$ cat src/rtl/core/mdtg_pkg.sv
// Package for the melody DDS tone generator.
// Opcodes, phase-step constants and the sine lookup. No dependencies.
`default_nettype none

package mdtg_pkg;

  localparam int unsigned OpW = 2;
  localparam logic [OpW-1:0] OP_SAMPLE = 2'd0;
  localparam logic [OpW-1:0] OP_FRAME  = 2'd1;
  localparam logic [OpW-1:0] OP_LOAD   = 2'd2;

  localparam int unsigned SlotW   = 6;
  localparam int unsigned FreqW   = 16;
  localparam int unsigned FramesW = 16;
  localparam int unsigned SampleW = 14;
  localparam int unsigned LenW    = 7;
  localparam int unsigned PhaseW  = 32;
  localparam int unsigned EntryW  = FreqW + FramesW;
  localparam int unsigned InDataW = 40;
  localparam int unsigned OutDataW = 16;

  localparam logic [LenW-1:0] MELODY_LEN_RST = 7'd64;

  // step = floor(freq * 2^25 / 375) = freq * 89478 + floor(freq * 182 / 375)
  localparam logic [16:0] STEP_INT  = 17'd89478;
  localparam logic [7:0]  STEP_FRAC = 8'd182;
  localparam int unsigned FracW     = 24;
  // floor(x / 375) = (x * RECIP_M) >> RECIP_SHIFT for x < 2^24
  localparam logic [25:0] RECIP_M     = 26'd45812985;
  localparam int unsigned RecipShift  = 34;
  localparam int unsigned RecipProdW  = 50;

  localparam int unsigned MagW = 13;
  localparam logic [MagW-1:0] QUARTER_WAVE [65] = '{
    13'd0,    13'd147,  13'd294,  13'd441,  13'd588,  13'd734,  13'd880,  13'd1025,
    13'd1170, 13'd1314, 13'd1457, 13'd1600, 13'd1741, 13'd1882, 13'd2021, 13'd2159,
    13'd2296, 13'd2431, 13'd2565, 13'd2697, 13'd2828, 13'd2957, 13'd3084, 13'd3209,
    13'd3333, 13'd3454, 13'd3574, 13'd3691, 13'd3806, 13'd3919, 13'd4029, 13'd4137,
    13'd4242, 13'd4345, 13'd4445, 13'd4543, 13'd4638, 13'd4730, 13'd4819, 13'd4905,
    13'd4988, 13'd5069, 13'd5146, 13'd5220, 13'd5291, 13'd5359, 13'd5423, 13'd5485,
    13'd5543, 13'd5597, 13'd5649, 13'd5697, 13'd5741, 13'd5782, 13'd5820, 13'd5854,
    13'd5884, 13'd5911, 13'd5935, 13'd5954, 13'd5971, 13'd5983, 13'd5992, 13'd5998,
    13'd6000
  };

  function automatic logic signed [SampleW-1:0] sine_lookup(input logic [7:0] idx);
    logic [6:0]       half;
    logic [6:0]       qi;
    logic [MagW-1:0]  mag;
    logic [SampleW-1:0] mag_ext;
    half = idx[6:0];
    qi   = (half <= 7'd64) ? half : (7'd0 - half);  // 128 - half, mod 128
    mag  = QUARTER_WAVE[qi];
    mag_ext = SampleW'(mag);
    sine_lookup = idx[7] ? $signed(-mag_ext) : $signed(mag_ext);
  endfunction

endpackage

`default_nettype wire

$ cat src/rtl/core/melody_dds_tone_generator.sv
// Melody DDS tone generator top level: note table RAM, note sequencer, phase
// accumulator and sine output. Depends on mdtg_pkg.
`default_nettype none

// Takes one transfer per cycle while tready is high; tready is low while an
// output sample waits on m_axis_tready and during the updates below. tdata
// carries op, note_slot, note_freq and note_frames; a sample tick yields one
// 14-bit signed sample through an output register, frame ticks and note loads
// yield nothing. A frame tick ending the current note reads the next entry
// from the note table RAM and computes the new phase step in a two-stage
// multiply, tready low until it is written. A melody_length write re-reduces
// the position with a one-bit-per-cycle modulo unit, tready low until done.
// No clearing pass: the user must load entries before reading; not enforced.
module melody_dds_tone_generator
  import mdtg_pkg::*;
#(
  parameter int unsigned MAX_NOTES = 64
) (
  input  wire                     clk_i,
  input  wire                     rst_ni,
  input  wire                     cfg_we_i,
  input  wire  [LenW-1:0]         cfg_wdata_i,     // melody_length
  input  wire                     s_axis_tvalid,
  output logic                    s_axis_tready,
  // [1:0] op, [7:2] note_slot, [23:8] note_freq, [39:24] note_frames
  input  wire  [InDataW-1:0]      s_axis_tdata,
  output logic                    m_axis_tvalid,
  input  wire                     m_axis_tready,
  // [13:0] sample, [15:14] zero
  output logic [OutDataW-1:0]     m_axis_tdata
);

  localparam int unsigned AW = (MAX_NOTES > 1) ? $clog2(MAX_NOTES) : 1;
  localparam int unsigned PW = $clog2(MAX_NOTES + 1);
  localparam int unsigned CW = $clog2(PW + 1);
  localparam int unsigned IW = (PW > 1) ? $clog2(PW) : 1;

  logic [OpW-1:0]     in_op;
  logic [SlotW-1:0]   in_slot;
  logic [FreqW-1:0]   in_freq;
  logic [FramesW-1:0] in_frames;
  logic               in_acc;
  logic               slot_ok;
  logic               note_end;

  assign in_op     = s_axis_tdata[1:0];
  assign in_slot   = s_axis_tdata[7:2];
  assign in_freq   = s_axis_tdata[23:8];
  assign in_frames = s_axis_tdata[39:24];
  assign in_acc    = s_axis_tvalid && s_axis_tready;

  logic [LenW-1:0]    mel_len_q;
  logic [PhaseW-1:0]  phase_q;
  logic [PhaseW-1:0]  step_q;
  logic [AW-1:0]      pos_q;
  logic [AW-1:0]      next_pos_q;
  logic [FramesW-1:0] frames_q;
  logic               s1_q, s2_q;
  logic               busy_q;
  logic [CW-1:0]      cnt_q;
  logic [PW-1:0]      rem_q;
  logic               out_valid_q;
  logic signed [SampleW-1:0] out_sample_q;

  logic [EntryW-1:0]  note_mem [MAX_NOTES];
  logic [EntryW-1:0]  rd_q;
  logic [PhaseW-1:0]  p1_q;
  logic [FracW-1:0]   x_q;

  logic [PW-1:0] eff_len;
  always_comb begin
    if (mel_len_q == '0) begin
      eff_len = PW'(1);
    end else if (32'(mel_len_q) > 32'(MAX_NOTES)) begin
      eff_len = PW'(MAX_NOTES);
    end else begin
      eff_len = PW'(mel_len_q);
    end
  end

  assign slot_ok  = 32'(in_slot) < 32'(MAX_NOTES);
  assign note_end = in_acc && (in_op == OP_FRAME) && (frames_q <= FramesW'(1));

  assign s_axis_tready = !(s1_q || s2_q || busy_q) && (!out_valid_q || m_axis_tready);

  // position that follows the new note
  logic [PW-1:0] nn;
  logic [AW-1:0] next_after;
  assign nn         = PW'(next_pos_q) + PW'(1);
  assign next_after = (nn >= eff_len) ? '0 : AW'(nn);

  // modulo unit: (pos + 1) mod eff_len, restoring, one bit a cycle
  logic [PW-1:0] dividend;
  logic [IW-1:0] bit_idx;
  logic [PW:0]   rem_sh;
  logic [PW:0]   rem_nx;
  assign dividend = PW'(pos_q) + PW'(1);
  assign bit_idx  = IW'(cnt_q - CW'(1));
  assign rem_sh   = {rem_q, dividend[bit_idx]};
  assign rem_nx   = (rem_sh >= {1'b0, eff_len}) ? (rem_sh - {1'b0, eff_len}) : rem_sh;

  // note table RAM
  always_ff @(posedge clk_i) begin
    if (in_acc && (in_op == OP_LOAD) && slot_ok) begin
      note_mem[AW'(in_slot)] <= {in_frames, in_freq};
    end
    if (note_end) begin
      rd_q <= note_mem[next_pos_q];
    end
  end

  // phase step datapath
  logic [32:0]           prod_int;
  logic [RecipProdW-1:0] prod_recip;
  assign prod_int   = 33'(rd_q[FreqW-1:0]) * 33'(STEP_INT);
  assign prod_recip = RecipProdW'(x_q) * RecipProdW'(RECIP_M);

  always_ff @(posedge clk_i) begin
    p1_q <= prod_int[PhaseW-1:0];
    x_q  <= FracW'(rd_q[FreqW-1:0]) * FracW'(STEP_FRAC);
  end

  always_ff @(posedge clk_i) begin
    if (in_acc && (in_op == OP_SAMPLE)) begin
      out_sample_q <= (step_q != '0) ? sine_lookup(phase_q[31:24]) : '0;
    end
  end

  always_ff @(posedge clk_i or negedge rst_ni) begin
    if (!rst_ni) begin
      mel_len_q   <= MELODY_LEN_RST;
      phase_q     <= '0;
      step_q      <= '0;
      pos_q       <= '0;
      next_pos_q  <= AW'(1);
      frames_q    <= '0;
      s1_q        <= 1'b0;
      s2_q        <= 1'b0;
      busy_q      <= 1'b0;
      cnt_q       <= '0;
      rem_q       <= '0;
      out_valid_q <= 1'b0;
    end else begin
      s1_q <= note_end;
      s2_q <= s1_q;
      if (s1_q) begin
        frames_q <= rd_q[EntryW-1:FreqW];
      end
      if (s2_q) begin
        step_q <= p1_q + PhaseW'(prod_recip[RecipProdW-1:RecipShift]);
      end

      if (cfg_we_i) begin
        mel_len_q <= cfg_wdata_i;
        busy_q    <= 1'b1;
        cnt_q     <= CW'(PW);
        rem_q     <= '0;
      end else if (busy_q) begin
        rem_q <= rem_nx[PW-1:0];
        cnt_q <= cnt_q - CW'(1);
        if (cnt_q == CW'(1)) begin
          busy_q     <= 1'b0;
          next_pos_q <= AW'(rem_nx);
        end
      end

      if (out_valid_q && m_axis_tready) begin
        out_valid_q <= 1'b0;
      end

      if (in_acc) begin
        case (in_op)
          OP_SAMPLE: begin
            out_valid_q <= 1'b1;
            if (step_q != '0) begin
              phase_q <= phase_q + step_q;
            end
          end
          OP_FRAME: begin
            if (frames_q > FramesW'(1)) begin
              frames_q <= frames_q - FramesW'(1);
            end else begin
              pos_q      <= next_pos_q;
              next_pos_q <= next_after;
            end
          end
          default: begin
          end
        endcase
      end
    end
  end

  assign m_axis_tvalid = out_valid_q;
  assign m_axis_tdata  = {{(OutDataW - SampleW){1'b0}}, out_sample_q};

endmodule

`default_nettype wire

$ cat config.mk
export PLATFORM = sky130hd
export DESIGN_NAME = melody_dds_tone_generator
export DESIGN_NICKNAME = d
export VERILOG_FILES = /design/src/rtl/core/mdtg_pkg.sv /design/src/rtl/core/melody_dds_tone_generator.sv
export SDC_FILE = /design/constraint.sdc
export NUM_CORES = 2
export LEC_CHECK = 0
export ABC_AREA = 1
export ABC_CLOCK_PERIOD_IN_PS = 15750
export BUFFER_PORTS_ARGS = -buffer_cell sky130_fd_sc_hd__buf_2
export CAP_MARGIN = 20
export CORE_AREA = 2 2 471 473
export DETAILED_ROUTE_END_ITERATION = 8
export DIE_AREA = 0 0 473 475
export PLACE_DENSITY = 0.73
export SYNTH_ARGS = -nofsm -noshare
export SYNTH_HDL_FRONTEND = slang
export SYNTH_SLANG_ARGS = --single-unit
$ cat constraint.sdc
create_clock -name clk_i -period 15.75 [get_ports clk_i]
set_clock_uncertainty 0.15 [all_clocks]
set_input_delay 3.15 -clock clk_i [delete_from_list [all_inputs] [get_ports clk_i]]
set_output_delay 3.15 -clock clk_i [all_outputs]
set_load 0.03 [all_outputs]
# Word level (Yosys, flattened, before mapping)

Memories as Yosys holds them, arrays and structs flattened. A register that Yosys moved wholly into a read port is not among the register bits.
Cells that the tools add are included.
Widths: inputs -> output; s select.

$add $sub $neg: 9
$mul: 3
Order comparisons: 8
Eq/ne operators: 3
Muxes and demuxes: 32
Bitwise operators: 2
Reduce and logical (&&, ||, !) cells: 19

Operator list:

| operator               | count |
|---|---|
| $mux 16                | 4 |
| $mul 23x26->49 const B | 1 |
| $mux 6                 | 7 |
| $mux 7                 | 6 |
| $mux 13                | 3 |
| $add 32x16->32         | 1 |
| $add 32x32->32         | 1 |
| $reduce_bool 32->1     | 1 |
| $mul 16x16->31 const B | 1 |
| $mul 16x7->23 const B  | 1 |
| $gt 16x1->1 const B    | 1 |
| $le 16x1->1 const B    | 1 |
| $sub 16x1->16 const B  | 1 |
| $add 6x1->7 const B    | 2 |
| $neg 13->14            | 1 |
| $mux 1                 | 9 |
| $ge 8x7->1             | 1 |
| $ge 8x8->1 const B     | 1 |
| $not 7->8              | 1 |
| $ge 7x7->1             | 1 |
| $gt 7x7->1 const B     | 1 |
| $le 7x7->1 const B     | 1 |
| $logic_and 1x1->1      | 7 |
| $logic_not 7->1        | 1 |
| other kinds (16)       | 21 |

Register bits: 181
Bits in writable memories: 2048
Memory bits (read-only): 1664
Input port bits: 52
Word-level logic and storage cells: 94
Memories: 2

Memory list:

| memory           | words | width | read ports | clocked after memory_dff | write ports | line                            | text |
|---|---|---|---|---|---|---|---|
| note_mem         | 64    | 32    | 1          | 1                        | 1           | melody_dds_tone_generator.sv:65 | `logic [EntryW-1:0] note_mem [MAX_NOTES];` |
| (name not given) | 128   | 13    | 1          | 0                        | 0           | mdtg_pkg.sv:53                  | `mag = QUARTER_WAVE[qi];` |

# Logic depth before layout (Yosys ltp)

Depth after elaboration: 11
Gate-level depth with buffers: 38
Depth with buffers taken out: 38

# Worst setup path after synthesis

OpenSTA, ideal clock, no wires.

Path type: reg-to-reg
From: register x_q[7]
To: register step_q[19]
Arrival time: 7.248 ns
Data required time: 15.534 ns
Path slack: 8.286 ns
Stages on the path, launching flop included: 36
Buffers on the path: 0
Clock period less this slack: 7.464 ns
Cells stage by stage: dfxtp_1 fa_1 fa_1 inv_1 fa_1 inv_1 fa_1 fa_1 fa_1 inv_1 fa_1 inv_1 ha_1 nand2_1 nor2_1 inv_1 nor2_1 inv_1 nor2_1 nor2_1 o21ai_0 xor2_1 inv_1 fa_1 inv_1 nand2_1 o21ai_0 a21oi_1 o21ai_0 a21oi_1 o21ai_0 nand2_1 a21oi_1 xor2_1 nand2_1 nand2_1

Longest elaborated chain between the ends: 2

RTL lines:

| element                | line                             | text |
|---|---|---|
| from (decl)            | melody_dds_tone_generator.sv:68  | `logic [FracW-1:0] x_q;` |
| from (signal assigned) | melody_dds_tone_generator.sv:120 | `x_q <= FracW'(rd_q[FreqW-1:0]) * FracW'(STEP_FRAC);` |
| $mul 23x26->49         | melody_dds_tone_generator.sv:116 | `assign prod_recip = RecipProdW'(x_q) * RecipProdW'(RECIP_M);` |
| $add 32x16->32         | melody_dds_tone_generator.sv:150 | `step_q <= p1_q + PhaseW'(prod_recip[RecipProdW-1:RecipShift]);` |
| to (signal assigned)   | melody_dds_tone_generator.sv:150 |  |
| to (decl)              | melody_dds_tone_generator.sv:54  | `logic [PhaseW-1:0] step_q;` |

Every way passes these cells.
A chain may end at the register's enable or synchronous reset.

# Worst setup path in the final report

From: register x_q[8]
To: register step_q[19]

Same word-level chain as after synthesis.

==> metrics.cfg <==
[outcome]
status = finished, final reports clean

[global_route]
grt_pass1_wl_um = 454000
grt_max_degree = 210
grt_overflow_total = 0
antenna_found_initial = 14
grt_pass1_vias = 73369
grtUsageTotal = 0.267

[critical_path]
end_kind = flop
rr_worst_depth = 35
path_depth = 35
cp_num_buf_inv = 8
crit_path_max_fanout = 7
crit_type = flop to flop
cp_top_family = adder cells
slowest_stage = dfxtp_1
arrival_ns = 9.22
critical_path_required_ns = 16.38
slowest_delay_ns = 0.60
start_kind = flop

[worst_hold_path]
min_path_cells = 2
hp-class = flop to flop

[final_layout]
final_nets = 10241
drive_gt1_frac = 0.0699
design_area_mm2 = 0.120
fillers = 17712
area_delta_synth_final_pct = 10.4
final_cells = 12405

[timing]
period_needed_ns = 8.59
setup_tns_ns = 0
min_period_over_period = 0.545
setup_viol = 0
max_slew_margin = 0.252
drv_slew = 0
holdWs_ns = 0.344
fin_ws_ns = 7.16
rsz0062_at_grt = no
clock.fmax_mhz = 116
finalHoldViolCount = 0
tightest_slew_ns = 1.12

[power_and_ir_drop]
ir_worst_vdd_mv = 0.157
power_density_mw_per_mm2 = 142
power_leakage_nw = 43.7

[clock_tree]
clock_path_buffers = 3
root_buffer = clkbuf_16
h-tree-depth = 4
ctsHoldBuffers = 0
cts_buffers = 218
cts_sinks = 2258
clk_pin_slew_ns = 0.07
cts_resized = 0
cts_tree = done
post-cts-setup-buffers = 0
worstSkewPairLatency_ns = 0.92

[logic_synthesis]
synth_xor_area_frac = 0.00989
async_reset_ff_frac = 0.0500
avgSynthCellArea_um2 = 11.6
yosysWarnings = 0
synth_edf_count = 2094
synthMuxAreaShare = 0.0000917
syn-cell-area_mm2 = 0.109
synthSimpleGateAreaFrac = 0.0897
synth_compound_area_frac = 0.125
ys_ff_latch = 2258
yosysUniqueCellTypes = 66
postSynthCellCount = 9384
synth_top_family_by_area = compound AO/OA/AOI/OAI gates
synthAdderAreaFrac = 0.121
synthFlopType = edfxtp_1
synth_sequential_area_ratio = 0.612

[die]
num_io_pins = 70
core_area_mm2 = 0.219
dieWidth_um = 473
start_util = 0.498
die-height_um = 475
std_cell_rows = 172
die-area_mm2 = 0.225

[placement]
placedCellCount = 11972
globalplace.congestion = 0.917
dp_hpwl_um = 181000
post-place-ws_ns = 7.28
io_buffers = 67
dpl_cell_area_mm2 = 0.113

[routing]
vias = 75541
postRouteAntennaNets = 0
wl_per_cell_um = 24.6
drt_iter0_markers = 9842
first_pass_iters = 6
via_per_inst = 6.09
drt-total-wl_um = 305000
drc = 0

[flow_run]
cap_viol_max_count = 0

[area by class of cell]
class,count,area [µm²],area share
sequential,2258,66700,0.554
multi-input combinational,5917,38200,0.317
clock buffer,265,5630,0.0468
tap,2871,3590,0.0298
inverter,727,2750,0.0229
timing repair buffer,223,1870,0.0155
clock inverter,140,1620,0.0135
antenna,4,10.0,0.0000831
[power by group]
group          switching [mW]  internal, mW
clock                    2.32          2.94
sequential              0.108          6.61
combinational            3.81          1.36
[metrics by stage]
| step | total power [mW] | utilization |
|---|---|---|
| floorplan | 10.0 | - |
| global placement | 11.7 | 0.514 |
| detailed placement | 11.8 | 0.514 |
| CTS | 17.0 | 0.547 |
| global route | 17.8 | 0.550 |
| finish | 17.1 | 0.550 |
[per-layer routing]
layer  part of all wire  up-vias  routed length [µm]  GRT usage
met2               0.46     4224              141000      0.425
met1               0.40    37290              121000      0.374
met3               0.11      585               33100     0.0515
met5            0.00015        -                  47          0
li1                   -    33434                   -          -
met4              0.029        8                8680     0.0779
[layout by cell type, fill, tap and decap left out, types with 47 or more instances in the layout]
cell type / count
edfxtp_1: 2094
nor2_1: 1592
o21ai_0: 1491
inv_1: 713
o22ai_1: 628
nand2_1: 532
ha_1: 497
fa_1: 347
clkbuf_16: 218
a21oi_1: 196
nand3_1: 152
buf_4: 128
dfrtp_1: 106
xor2_1: 70
nor2_4: 67
buf_2: 66
dfxtp_1: 51
xnor2_1: 50
clkbuf_1: 47
[path summary, 6_finish.rpt]
kind | endpoint | slack (ns) | start
min in group asynchronous | phase_q[3] | 2.24 | rst_ni
setup / recovery | step_q[19] | 7.16 | x_q[8]
hold / removal | phase_q[0] | 0.34 | phase_q[0]
setup reg to reg | step_q[19] | 7.16 | x_q[8]
max in group asynchronous | next_pos_q[3] | 11.90 | rst_ni
hold reg to reg | phase_q[0] | 0.34 | phase_q[0]
[cell families after synthesis]
kind of cell	count (synthesis)
buffers and inverters	1210
and+or+nand+nor	2465
muxes	1
DFF	2258
adders and majority gates	844
xor gates and xnor gates	121
other	1
AOI/OAI and AO/OA	2484
[tightest hold or removal path: stages (launching register included)]
cell and delay [ns]:
dfrtp_1 0.35, nand2_1 0.06, nand2_1 0.05
[synthesized netlist by cell type (all sizes together) (6+ instances only)]
master     n  share of area
edfxtp  2094           0.58
nor2    1661          0.057
o21ai   1500          0.069
inv      725          0.025
o22ai    628          0.036
nand2    539          0.019
ha       497          0.057
clkbuf   411          0.014
fa       347          0.064
a21oi    196         0.0090
nand3    155         0.0072
dfrtp    111          0.025
buf       72         0.0035
xor2      71         0.0059
dfxtp     51         0.0094
xnor2     50         0.0040
o32ai     37         0.0030
a31oi     34         0.0019
nand4     30         0.0017
nor3      29         0.0014
nor4      24         0.0015
or2       18         0.0010
o211ai    14        0.00096
o21a      11        0.00076
o221ai    11        0.00088
o21bai     9        0.00062
a21o       8        0.00055
a221oi     6        0.00048
o31ai      6        0.00041
[flip-flops by register name, summed over array words and instances (netlist names)]
name / cells
out_sample_q: 14
note_mem: 2048
step_q: 32
cnt_q: 3
x_q: 23
pos_q: 6
p1_q: 28
rd_q: 32
rem_q: 7
busy_q: 1
phase_q: 32
s1_q: 1
s2_q: 1
frames_q: 16
m_axis_tvalid: 1
mel_len_q: 7
next_pos_q: 6
Power figures use the tool's default switching activity.
